<file path="config.mk">
export PLATFORM = sky130hd
export DESIGN_NAME = lfu_frequency_table_core
export DESIGN_NICKNAME = d
export VERILOG_FILES = /design/src/hdl/lfu_pkg.sv /design/src/hdl/lfu_slot_mem.sv /design/src/hdl/lfu_scan_unit.sv /design/src/hdl/lfu_frequency_table_core.sv
export SDC_FILE = /design/constraint.sdc
export NUM_CORES = 2
export LEC_CHECK = 0
export BUFFER_PORTS_ARGS = -buffer_cell sky130_fd_sc_hd__buf_4
export CORE_UTILIZATION = 45
export CTS_CLUSTER_DIAMETER = 40
export DETAILED_ROUTE_END_ITERATION = 10
export SYNTH_ARGS = -nofsm -noshare
export SYNTH_HDL_FRONTEND = slang
export SYNTH_SLANG_ARGS = --single-unit
</file>
<file path="constraint.sdc">
create_clock -name clk_i -period 13.9 [get_ports clk_i]
set_input_delay 0.695 -clock clk_i [delete_from_list [all_inputs] [get_ports clk_i]]
set_output_delay 0.695 -clock clk_i [all_outputs]
set_load 0.005 [all_outputs]
</file>
<file path="src/hdl/lfu_pkg.sv">
// Shared types, constants and the key filter for the LFU frequency table.
package lfu_pkg;

  localparam int unsigned KeyW   = 48;
  localparam int unsigned CountW = 31;

  localparam logic [CountW-1:0] CountMax = 31'h7FFF_FFFF;
  localparam logic [CountW-1:0] CountOne = 31'd1;

  // One table entry as stored in the slot memory.
  typedef struct packed {
    logic [KeyW-1:0]   key;
    logic [CountW-1:0] count;
  } slot_t;

  // Search outcome handed from the scan unit to the sequencer.
  typedef struct packed {
    logic match_hit;
    logic free_hit;
  } scan_flags_t;

  // Request kinds carried on the input tuser.
  localparam logic ReqObserve = 1'b0;
  localparam logic ReqAge     = 1'b1;

  // Keys in [0x10000, 2^47) that are 8-aligned are counted.
  function automatic logic key_ok(input logic [KeyW-1:0] key);
    logic above_low;
    logic below_limit;
    logic aligned;
    above_low   = |key[KeyW-2:16];
    below_limit = ~key[KeyW-1];
    aligned     = (key[2:0] == 3'b000);
    return above_low & below_limit & aligned;
  endfunction

endpackage

</file>
<file path="src/hdl/lfu_slot_mem.sv">
// Slot memory: one write port, one registered read port, per-entry valid flops.
module lfu_slot_mem
  import lfu_pkg::*;
#(
  parameter int unsigned SLOTS = 32
) (
  input  logic                      clk_i,
  input  logic                      rst_ni,
  input  logic                      we_i,
  input  logic [$clog2(SLOTS)-1:0]  waddr_i,
  input  slot_t                     wdata_i,
  input  logic [$clog2(SLOTS)-1:0]  raddr_i,
  output logic                      rd_vld_o,
  output slot_t                     rd_data_o
);

  logic [SLOTS-1:0] valid_q;
  slot_t            mem_q [SLOTS];
  slot_t            rd_data_q;
  logic             rd_vld_q;

  always_ff @(posedge clk_i) begin
    if (we_i) begin
      mem_q[waddr_i] <= wdata_i;
    end
    rd_data_q <= mem_q[raddr_i];
  end

  // An entry never written reads as free.
  always_ff @(posedge clk_i or negedge rst_ni) begin
    if (!rst_ni) begin
      valid_q  <= '0;
      rd_vld_q <= 1'b0;
    end else begin
      if (we_i) begin
        valid_q[waddr_i] <= 1'b1;
      end
      rd_vld_q <= valid_q[raddr_i];
    end
  end

  assign rd_vld_o  = rd_vld_q;
  assign rd_data_o = rd_data_q;

endmodule

</file>
<file path="src/hdl/lfu_scan_unit.sv">
// Scan unit: comparators on one count reference, trackers, one slot per enabled cycle.
module lfu_scan_unit
  import lfu_pkg::*;
#(
  parameter int unsigned SLOTS = 32
) (
  input  logic                      clk_i,
  input  logic                      rst_ni,
  input  logic                      clr_i,
  input  logic                      en_i,
  input  logic                      hot_mode_i,
  input  logic [$clog2(SLOTS)-1:0]  idx_i,
  input  logic                      slot_vld_i,
  input  slot_t                     slot_i,
  input  logic [KeyW-1:0]           req_key_i,
  output scan_flags_t               flags_o,
  output logic [$clog2(SLOTS)-1:0]  match_idx_o,
  output logic [CountW-1:0]         match_cnt_o,
  output logic [$clog2(SLOTS)-1:0]  free_idx_o,
  output logic [$clog2(SLOTS)-1:0]  low_idx_o,
  output logic [KeyW-1:0]           low_key_o,
  output logic [KeyW-1:0]           best_key_o,
  output logic [CountW-1:0]         best_cnt_o
);

  localparam int unsigned IW = $clog2(SLOTS);

  logic              match_hit_q;
  logic [IW-1:0]     match_idx_q;
  logic [CountW-1:0] match_cnt_q;
  logic              free_hit_q;
  logic [IW-1:0]     free_idx_q;
  logic [CountW-1:0] low_cnt_q;
  logic [IW-1:0]     low_idx_q;
  logic [KeyW-1:0]   low_key_q;
  logic [CountW-1:0] best_cnt_q;
  logic [KeyW-1:0]   best_key_q;

  logic [CountW-1:0] cmp_ref;
  logic              cnt_lt;
  logic              cnt_gt;
  logic              key_eq;

  // One shared reference count serves the lowest-count search and the hottest search.
  assign cmp_ref = hot_mode_i ? best_cnt_q : low_cnt_q;
  assign cnt_lt  = slot_i.count < cmp_ref;
  assign cnt_gt  = slot_i.count > cmp_ref;
  assign key_eq  = slot_i.key == req_key_i;

  always_ff @(posedge clk_i or negedge rst_ni) begin
    if (!rst_ni) begin
      match_hit_q <= 1'b0;
      match_idx_q <= '0;
      match_cnt_q <= '0;
      free_hit_q  <= 1'b0;
      free_idx_q  <= '0;
      low_cnt_q   <= CountMax;
      low_idx_q   <= '0;
      low_key_q   <= '0;
      best_cnt_q  <= '0;
      best_key_q  <= '0;
    end else if (clr_i) begin
      match_hit_q <= 1'b0;
      match_idx_q <= '0;
      match_cnt_q <= '0;
      free_hit_q  <= 1'b0;
      free_idx_q  <= '0;
      low_cnt_q   <= CountMax;
      low_idx_q   <= '0;
      low_key_q   <= '0;
      best_cnt_q  <= '0;
      best_key_q  <= '0;
    end else if (en_i) begin
      if (hot_mode_i) begin
        if (slot_vld_i && cnt_gt) begin
          best_cnt_q <= slot_i.count;
          best_key_q <= slot_i.key;
        end
      end else begin
        if (slot_vld_i && key_eq && !match_hit_q) begin
          match_hit_q <= 1'b1;
          match_idx_q <= idx_i;
          match_cnt_q <= slot_i.count;
        end
        if (!slot_vld_i) begin
          if (!free_hit_q) begin
            free_hit_q <= 1'b1;
            free_idx_q <= idx_i;
          end
        end else if (cnt_lt || (idx_i == '0)) begin
          // slot 0 stays the victim when every count sits at the maximum
          low_cnt_q <= slot_i.count;
          low_idx_q <= idx_i;
          low_key_q <= slot_i.key;
        end
      end
    end
  end

  assign flags_o.match_hit = match_hit_q;
  assign flags_o.free_hit  = free_hit_q;
  assign match_idx_o       = match_idx_q;
  assign match_cnt_o       = match_cnt_q;
  assign free_idx_o        = free_idx_q;
  assign low_idx_o         = low_idx_q;
  assign low_key_o         = low_key_q;
  assign best_key_o        = best_key_q;
  assign best_cnt_o        = best_cnt_q;

endmodule

</file>
<file path="src/hdl/lfu_frequency_table_core.sv">
// LFU frequency table top level: stream ports, sequencer and output register.
//
// One word is taken at a time; s_axis_tready is low until the result word has
// been taken. The slot memory has a single read port that a sequencer walks one
// slot per cycle: an observe word with a counted key costs a search pass, a table
// write and a hottest-slot pass; an age word costs a read-modify-write pass and
// the hottest pass; a filtered key costs only the hottest pass. The table is
// empty right after reset with no clearing pass.
// Result tuser holds {evicted, key_accepted}; tdata holds evicted_key,
// hottest_key and hottest_count.
module lfu_frequency_table_core
  import lfu_pkg::*;
#(
  parameter int unsigned SLOTS = 32
) (
  input  logic         clk_i,
  input  logic         rst_ni,
  input  logic         s_axis_tvalid,
  output logic         s_axis_tready,
  input  logic [47:0]  s_axis_tdata,  // [47:0] key
  input  logic         s_axis_tuser,  // [0] req_type
  output logic         m_axis_tvalid,
  input  logic         m_axis_tready,
  output logic [127:0] m_axis_tdata,  // [47:0] evicted_key, [95:48] hottest_key,
                                      // [126:96] hottest_count, [127] zero
  output logic [1:0]   m_axis_tuser   // [0] key_accepted, [1] evicted
);

  localparam int unsigned IW = $clog2(SLOTS);
  localparam logic [IW:0] SlotsC = (IW+1)'(SLOTS);

  typedef enum logic [5:0] {
    StIdle   = 6'b000001,
    StSearch = 6'b000010,
    StUpdate = 6'b000100,
    StAge    = 6'b001000,
    StHot    = 6'b010000,
    StOut    = 6'b100000
  } state_e;

  state_e state_q, state_d;

  logic [KeyW-1:0]   key_q;
  logic [IW:0]       cnt_q;
  logic              pipe_vld_q;
  logic [IW-1:0]     pipe_idx_q;

  logic              out_acc_q;
  logic              out_ev_q;
  logic [KeyW-1:0]   out_evk_q;
  logic [KeyW-1:0]   out_hkey_q;
  logic [CountW-1:0] out_hcnt_q;

  logic              s_fire;
  logic              m_fire;
  logic              scan_state;
  logic              issuing;
  logic              scan_done;
  logic              clr;

  logic              mem_we;
  logic [IW-1:0]     mem_waddr;
  slot_t             mem_wdata;
  logic              rd_vld;
  slot_t             rd_data;

  scan_flags_t       flags;
  logic [IW-1:0]     match_idx;
  logic [CountW-1:0] match_cnt;
  logic [IW-1:0]     free_idx;
  logic [IW-1:0]     low_idx;
  logic [KeyW-1:0]   low_key;
  logic [KeyW-1:0]   best_key;
  logic [CountW-1:0] best_cnt;

  assign s_fire     = s_axis_tvalid && s_axis_tready;
  assign m_fire     = m_axis_tvalid && m_axis_tready;
  assign scan_state = (state_q == StSearch) || (state_q == StAge) || (state_q == StHot);
  assign issuing    = scan_state && (cnt_q != SlotsC);
  assign scan_done  = (cnt_q == SlotsC) && !pipe_vld_q;

  always_comb begin
    state_d = state_q;
    unique case (state_q)
      StIdle: begin
        if (s_fire) begin
          if (s_axis_tuser == ReqAge) begin
            state_d = StAge;
          end else if (key_ok(s_axis_tdata)) begin
            state_d = StSearch;
          end else begin
            state_d = StHot;
          end
        end
      end
      StSearch: begin
        if (scan_done) state_d = StUpdate;
      end
      StUpdate: begin
        state_d = StHot;
      end
      StAge: begin
        if (scan_done) state_d = StHot;
      end
      StHot: begin
        if (scan_done) state_d = StOut;
      end
      StOut: begin
        if (m_fire) state_d = StIdle;
      end
      default: state_d = StIdle;
    endcase
  end

  // Restart the walk and the trackers on entry to any scan pass.
  assign clr = (state_d != state_q) &&
               ((state_d == StSearch) || (state_d == StAge) || (state_d == StHot));

  always_ff @(posedge clk_i or negedge rst_ni) begin
    if (!rst_ni) begin
      state_q    <= StIdle;
      cnt_q      <= '0;
      pipe_vld_q <= 1'b0;
      pipe_idx_q <= '0;
    end else begin
      state_q    <= state_d;
      pipe_vld_q <= issuing;
      pipe_idx_q <= cnt_q[IW-1:0];
      if (clr) begin
        cnt_q <= '0;
      end else if (issuing) begin
        cnt_q <= cnt_q + 1'b1;
      end
    end
  end

  // Write port: table update after a search, halving during the age pass.
  always_comb begin
    mem_we    = 1'b0;
    mem_waddr = pipe_idx_q;
    mem_wdata = rd_data;
    if (state_q == StUpdate) begin
      mem_we        = 1'b1;
      mem_wdata.key = key_q;
      if (flags.match_hit) begin
        mem_waddr       = match_idx;
        mem_wdata.count = (match_cnt == CountMax) ? CountMax : match_cnt + CountOne;
      end else begin
        mem_waddr       = flags.free_hit ? free_idx : low_idx;
        mem_wdata.count = CountOne;
      end
    end else if (state_q == StAge) begin
      mem_we          = pipe_vld_q && rd_vld && (rd_data.count > CountOne);
      mem_wdata.count = rd_data.count >> 1;
    end
  end

  always_ff @(posedge clk_i or negedge rst_ni) begin
    if (!rst_ni) begin
      key_q      <= '0;
      out_acc_q  <= 1'b0;
      out_ev_q   <= 1'b0;
      out_evk_q  <= '0;
      out_hkey_q <= '0;
      out_hcnt_q <= '0;
    end else begin
      if (s_fire) begin
        key_q     <= s_axis_tdata;
        out_acc_q <= (s_axis_tuser == ReqObserve) && key_ok(s_axis_tdata);
        out_ev_q  <= 1'b0;
        out_evk_q <= '0;
      end
      if ((state_q == StUpdate) && !flags.match_hit && !flags.free_hit) begin
        out_ev_q  <= 1'b1;
        out_evk_q <= low_key;
      end
      if ((state_q == StHot) && scan_done) begin
        out_hkey_q <= best_key;
        out_hcnt_q <= best_cnt;
      end
    end
  end

  lfu_slot_mem #(
    .SLOTS (SLOTS)
  ) u_mem (
    .clk_i     (clk_i),
    .rst_ni    (rst_ni),
    .we_i      (mem_we),
    .waddr_i   (mem_waddr),
    .wdata_i   (mem_wdata),
    .raddr_i   (cnt_q[IW-1:0]),
    .rd_vld_o  (rd_vld),
    .rd_data_o (rd_data)
  );

  lfu_scan_unit #(
    .SLOTS (SLOTS)
  ) u_scan (
    .clk_i       (clk_i),
    .rst_ni      (rst_ni),
    .clr_i       (clr),
    .en_i        (pipe_vld_q && ((state_q == StSearch) || (state_q == StHot))),
    .hot_mode_i  (state_q == StHot),
    .idx_i       (pipe_idx_q),
    .slot_vld_i  (rd_vld),
    .slot_i      (rd_data),
    .req_key_i   (key_q),
    .flags_o     (flags),
    .match_idx_o (match_idx),
    .match_cnt_o (match_cnt),
    .free_idx_o  (free_idx),
    .low_idx_o   (low_idx),
    .low_key_o   (low_key),
    .best_key_o  (best_key),
    .best_cnt_o  (best_cnt)
  );

  assign s_axis_tready = (state_q == StIdle);
  assign m_axis_tvalid = (state_q == StOut);
  assign m_axis_tdata  = {1'b0, out_hcnt_q, out_hkey_q, out_evk_q};
  assign m_axis_tuser  = {out_ev_q, out_acc_q};

  // Input and output never open in the same cycle.
  assert property (@(posedge clk_i) disable iff (!rst_ni)
    !(s_axis_tready && m_axis_tvalid))
    else $error("input ready while a result is pending");

  // An eviction only follows an accepted key.
  assert property (@(posedge clk_i) disable iff (!rst_ni)
    m_axis_tvalid && m_axis_tuser[1] |-> m_axis_tuser[0])
    else $error("eviction without an accepted key");

  // A hottest slot is reported with a nonzero count exactly when its key is nonzero.
  assert property (@(posedge clk_i) disable iff (!rst_ni)
    m_axis_tvalid |-> ((out_hcnt_q == '0) == (out_hkey_q == '0)))
    else $error("hottest key and count disagree on an empty table");

  // A counted observe leaves at least one occupied slot.
  assert property (@(posedge clk_i) disable iff (!rst_ni)
    m_axis_tvalid && m_axis_tuser[0] |-> (out_hcnt_q != '0))
    else $error("empty table after an accepted key");

  // The walk counter never runs past the table.
  assert property (@(posedge clk_i) disable iff (!rst_ni)
    cnt_q <= SlotsC)
    else $error("slot walk overran the table");

endmodule

</file>
==> metrics.txt <==
worst-skew pair later-pin latency=about 0.99 ns; slowest CP cell=buf_4; CP Buf/Inv Count=3; vias in the first global route=60,314; number of synthesized flops with an enable pin=around 2,500; clock skew=between 0.06 and 0.07 ns; overall power=approximately 28 mW; Worst Hold Class=in2reg; max-slew violations=0; final WL=313 mm; r2r worst-path depth=13; Boundary Pins=between 150 and 200; Yosys reg bits=roughly 3,000; type of origin of the critical path=flop; CP endpoint kind=flop; Fill cells=around 20,000; Hold Path Sink=state_q[0]; WL/cell=31.0 um; Final Hold Vio Count=0; 1st-iter DRT viols=6,500; crit-path most repeated cell=buf_4; fin crit share=around 42%; die area=~270,000 um^2; Area Overhead vs Synth=17.6%; cells after synthesis=around 5,800; unrepaired setup endpoints after global routing=false; number of H-tree levels=5; CTS tree=built; Synth Area per Inst=a little over 20 um^2; Via Count=just under 60,000; CP top delay family=compound AO/OA/AOI/OAI gates; Setup CP Type=reg2reg; status=completed; Highest Clock Rate=between 0.15 and 0.2 GHz; Slew headroom=about a tenth; CTS resizes=0; Max Fanout on Critical Path=44; RR Startpoint=state_q[0]; Distinct cells, synth=68; R2R Path End=u_scan.low_key_o[21]; Chip Height=~510 um; Starting Density=a little under half; CTS sink count=3,041; setup violators final=0; final RePlAce weighted congestion=just over 0.8; register area share after synthesis=between 70% and 80%; worst-margin pin slew=1.35 ns; Register Area=roughly 88,000 um^2; largest net degree at the start of global routing=206; mapped cell area=around 120,000 um^2; share of layout cells above drive strength 1=about a third; crit path time final=roughly 5.8 ns; Detailed Place HPWL=approximately 180 mm; root buf cell=clkbuf_16; Residual DRC=0; setup TNS=0 ns; Final nets=between 6,000 and 7,000; crit path cell chain=nor4_2 > nand3b_1 > buf_4 > mux2i_1 > ha_1 > a211oi_1 > o211ai_1 > a2111oi_0 > o21ai_1 > a221oi_4 > buf_4 > buf_4 > mux2i_1; CTS Buffer Depth=4; Num CTS Buffers=about 410; Primary FF master, synth=edfxtp_1; arrival time of the worst setup path=about 6.7 ns; port bufs=183; number of max-cap violations=0; total core area=261,000 um^2; hold-critical path depth=4; Worst VDD drop=178 uV; standard-cell rows=187; syn nets=5,848; Worst-path clk slew=approximately 0.06 ns; antenna violations before repair=17; GRT Total Usage=between 20% and 30%; area of the multi-input gates=29,100 um^2; Post-CTS Setup Bufs=0; first-pass GRT wire length=between 400 and 500 mm; First-pass DRT Iterations=6; gr ovfl total=0; Die W=a little over 500 um; Syn. warnings=0; Reg2Reg Setup Slack=roughly 8.1 ns; post-synthesis async set-or-reset flop share=between 10% and 20%; DRT antenna net count=0; P per Cell Area=approximately 200 nW/um^2; vias per inst=about 5.9; Leak=around 47 nW; min-delay src=s_axis_tvalid; largest stage delay on the critical path=between 0.7 and 0.8 ns; worst path required time=~15 ns
layout by cell type, fill, tap and decap left out, drive strengths merged, types with 56 or more instances in the layout:
cell type	synthesis	layout
mux4	800	800
clkinv	0	112
mux2i	275	275
nand2	527	527
dfrtp	402	402
buf	133	351
mux2	168	168
edfxtp	2528	2528
clkbuf	191	466
nor2	172	172
inv	14	78
dfxtp	79	79
xor2	56	56
tightest hold or removal path: stages:
cell and delay [ns]:
buf_4 0.11, o32ai_2 0.15, nor2_1 0.11, o21ai_0 0.09
what timing repair did:
| item | in CTS | in global routing |
|---|---|---|
| hold buffers | 51 | 0 |
| hold endpoints to repair | 158 | 0 |
| endpoints found under the setup margin | 0 | 0 |
flip-flops by register name, indices dropped and copies added, names as in the netlist, 6 cells and up:
name / flops
u_mem.mem_q: 2528
state_q: 6
out_hkey_q: 48
u_mem.rd_data_o: 79
u_scan.match_cnt_o: 31
out_evk_q: 48
u_scan.best_cnt_o: 31
u_scan.best_key_o: 48
key_q: 48
out_hcnt_q: 31
u_scan.low_key_o: 48
u_scan.low_cnt_q: 31
cnt_q: 6
u_mem.valid_q: 32
synthesized netlist by cell type, drive strengths merged, types with 3 or more instances:
master | number | area share [%]
and2 | 3 | 0.016
nand2 | 527 | 1.7
or3 | 7 | 0.037
o21bai | 21 | 0.13
o21ai | 35 | 0.15
edfxtp | 2528 | 64
dfrtp | 402 | 8.5
or2 | 14 | 0.074
a31oi | 6 | 0.032
ha | 34 | 0.36
a21oi | 13 | 0.055
nand4 | 19 | 0.10
nor2 | 172 | 0.55
o21a | 4 | 0.025
xnor2 | 16 | 0.12
dfxtp | 79 | 1.3
dfstp | 32 | 0.71
o211ai | 18 | 0.11
nand3 | 31 | 0.13
a211oi | 3 | 0.019
mux4 | 800 | 15
o22ai | 13 | 0.069
clkbuf | 191 | 0.61
nand2b | 3 | 0.016
nor2b | 3 | 0.016
nor3 | 16 | 0.072
inv | 14 | 0.044
xor2 | 56 | 0.41
buf | 133 | 0.55
a21o | 7 | 0.044
or4 | 3 | 0.022
nand3b | 3 | 0.019
and3 | 6 | 0.032
mux2i | 275 | 2.3
nor4 | 34 | 0.18
mux2 | 168 | 1.6
a22o | 49 | 0.36
layout make-up:
type | count | area share, %
inverters | 14 | 0.0377
clock inverters | 276 | 2.28
multi-input cells | 2382 | 20.9
repair buffers | 402 | 2.37
well taps | 3496 | 3.14
diodes | 5 | 0.00899
clock buffers | 466 | 7.74
flip-flops and latches | 3041 | 63.5
power by group:
part	internal, mW	switching [mW]	leakage (nW)
Sequential	11.4	0.555	29.2
Clock	6.54	4.02	6.69
Combinational	1.85	3.39	11.4
Total	19.8	7.97	47.3
through the flow:
step	cells	hold slack (ns)	instance area [um^2]	setup slack, ns	utilization [%]
after floorplan	5761	0.352	118000	8.00	-
after global placement	9280	0.447	125000	8.04	47.8
after detailed placement	9281	0.450	125000	8.02	47.8
after CTS	10074	0.149	139000	8.01	53.4
after global routing	10078	0.216	139000	7.66	53.4
final	10082	0.218	139000	8.06	53.4
cells by family after synthesis:
logic type                 after synthesis  share of synthesized area (%)
DFF                                   3041                           74.6
muxes                                 1243                           19.1
and+or+nand+nor                        847                           2.98
buffers and inverters                  338                           1.20
AOI/OAI and AO/OA                      185                           1.14
xor gates and xnor gates                72                          0.533
adders and majority gates               34                          0.359
other                                    1                        0.00317
worst max-delay path by stage:
stage                           end  depth (start not counted)  slack (ns)       start
3_5_place_dp   u_scan.low_key_o[18]                         13        8.02  state_q[0]
4_1_cts        u_scan.low_key_o[21]                         13        8.01  state_q[0]
6_report       u_scan.low_key_o[21]                         13        8.06  state_q[0]
5_1_grt        u_scan.low_key_o[23]                         13        7.66  state_q[3]
2_1_floorplan    u_mem.mem_q[24][0]                          9        8.00  state_q[1]
3_3_place_gp   u_scan.low_key_o[21]                         13        8.04  state_q[0]
layer usage:
| layer | track usage [%] | wire length, um |
|---|---|---|
| met5 | 0 | 0 |
| met3 | 6.12 | 28300 |
| met1 | 33.2 | 129000 |
| met4 | 7.36 | 8880 |
| met2 | 36.6 | 147000 |
(Power assumes the default switching activity.)
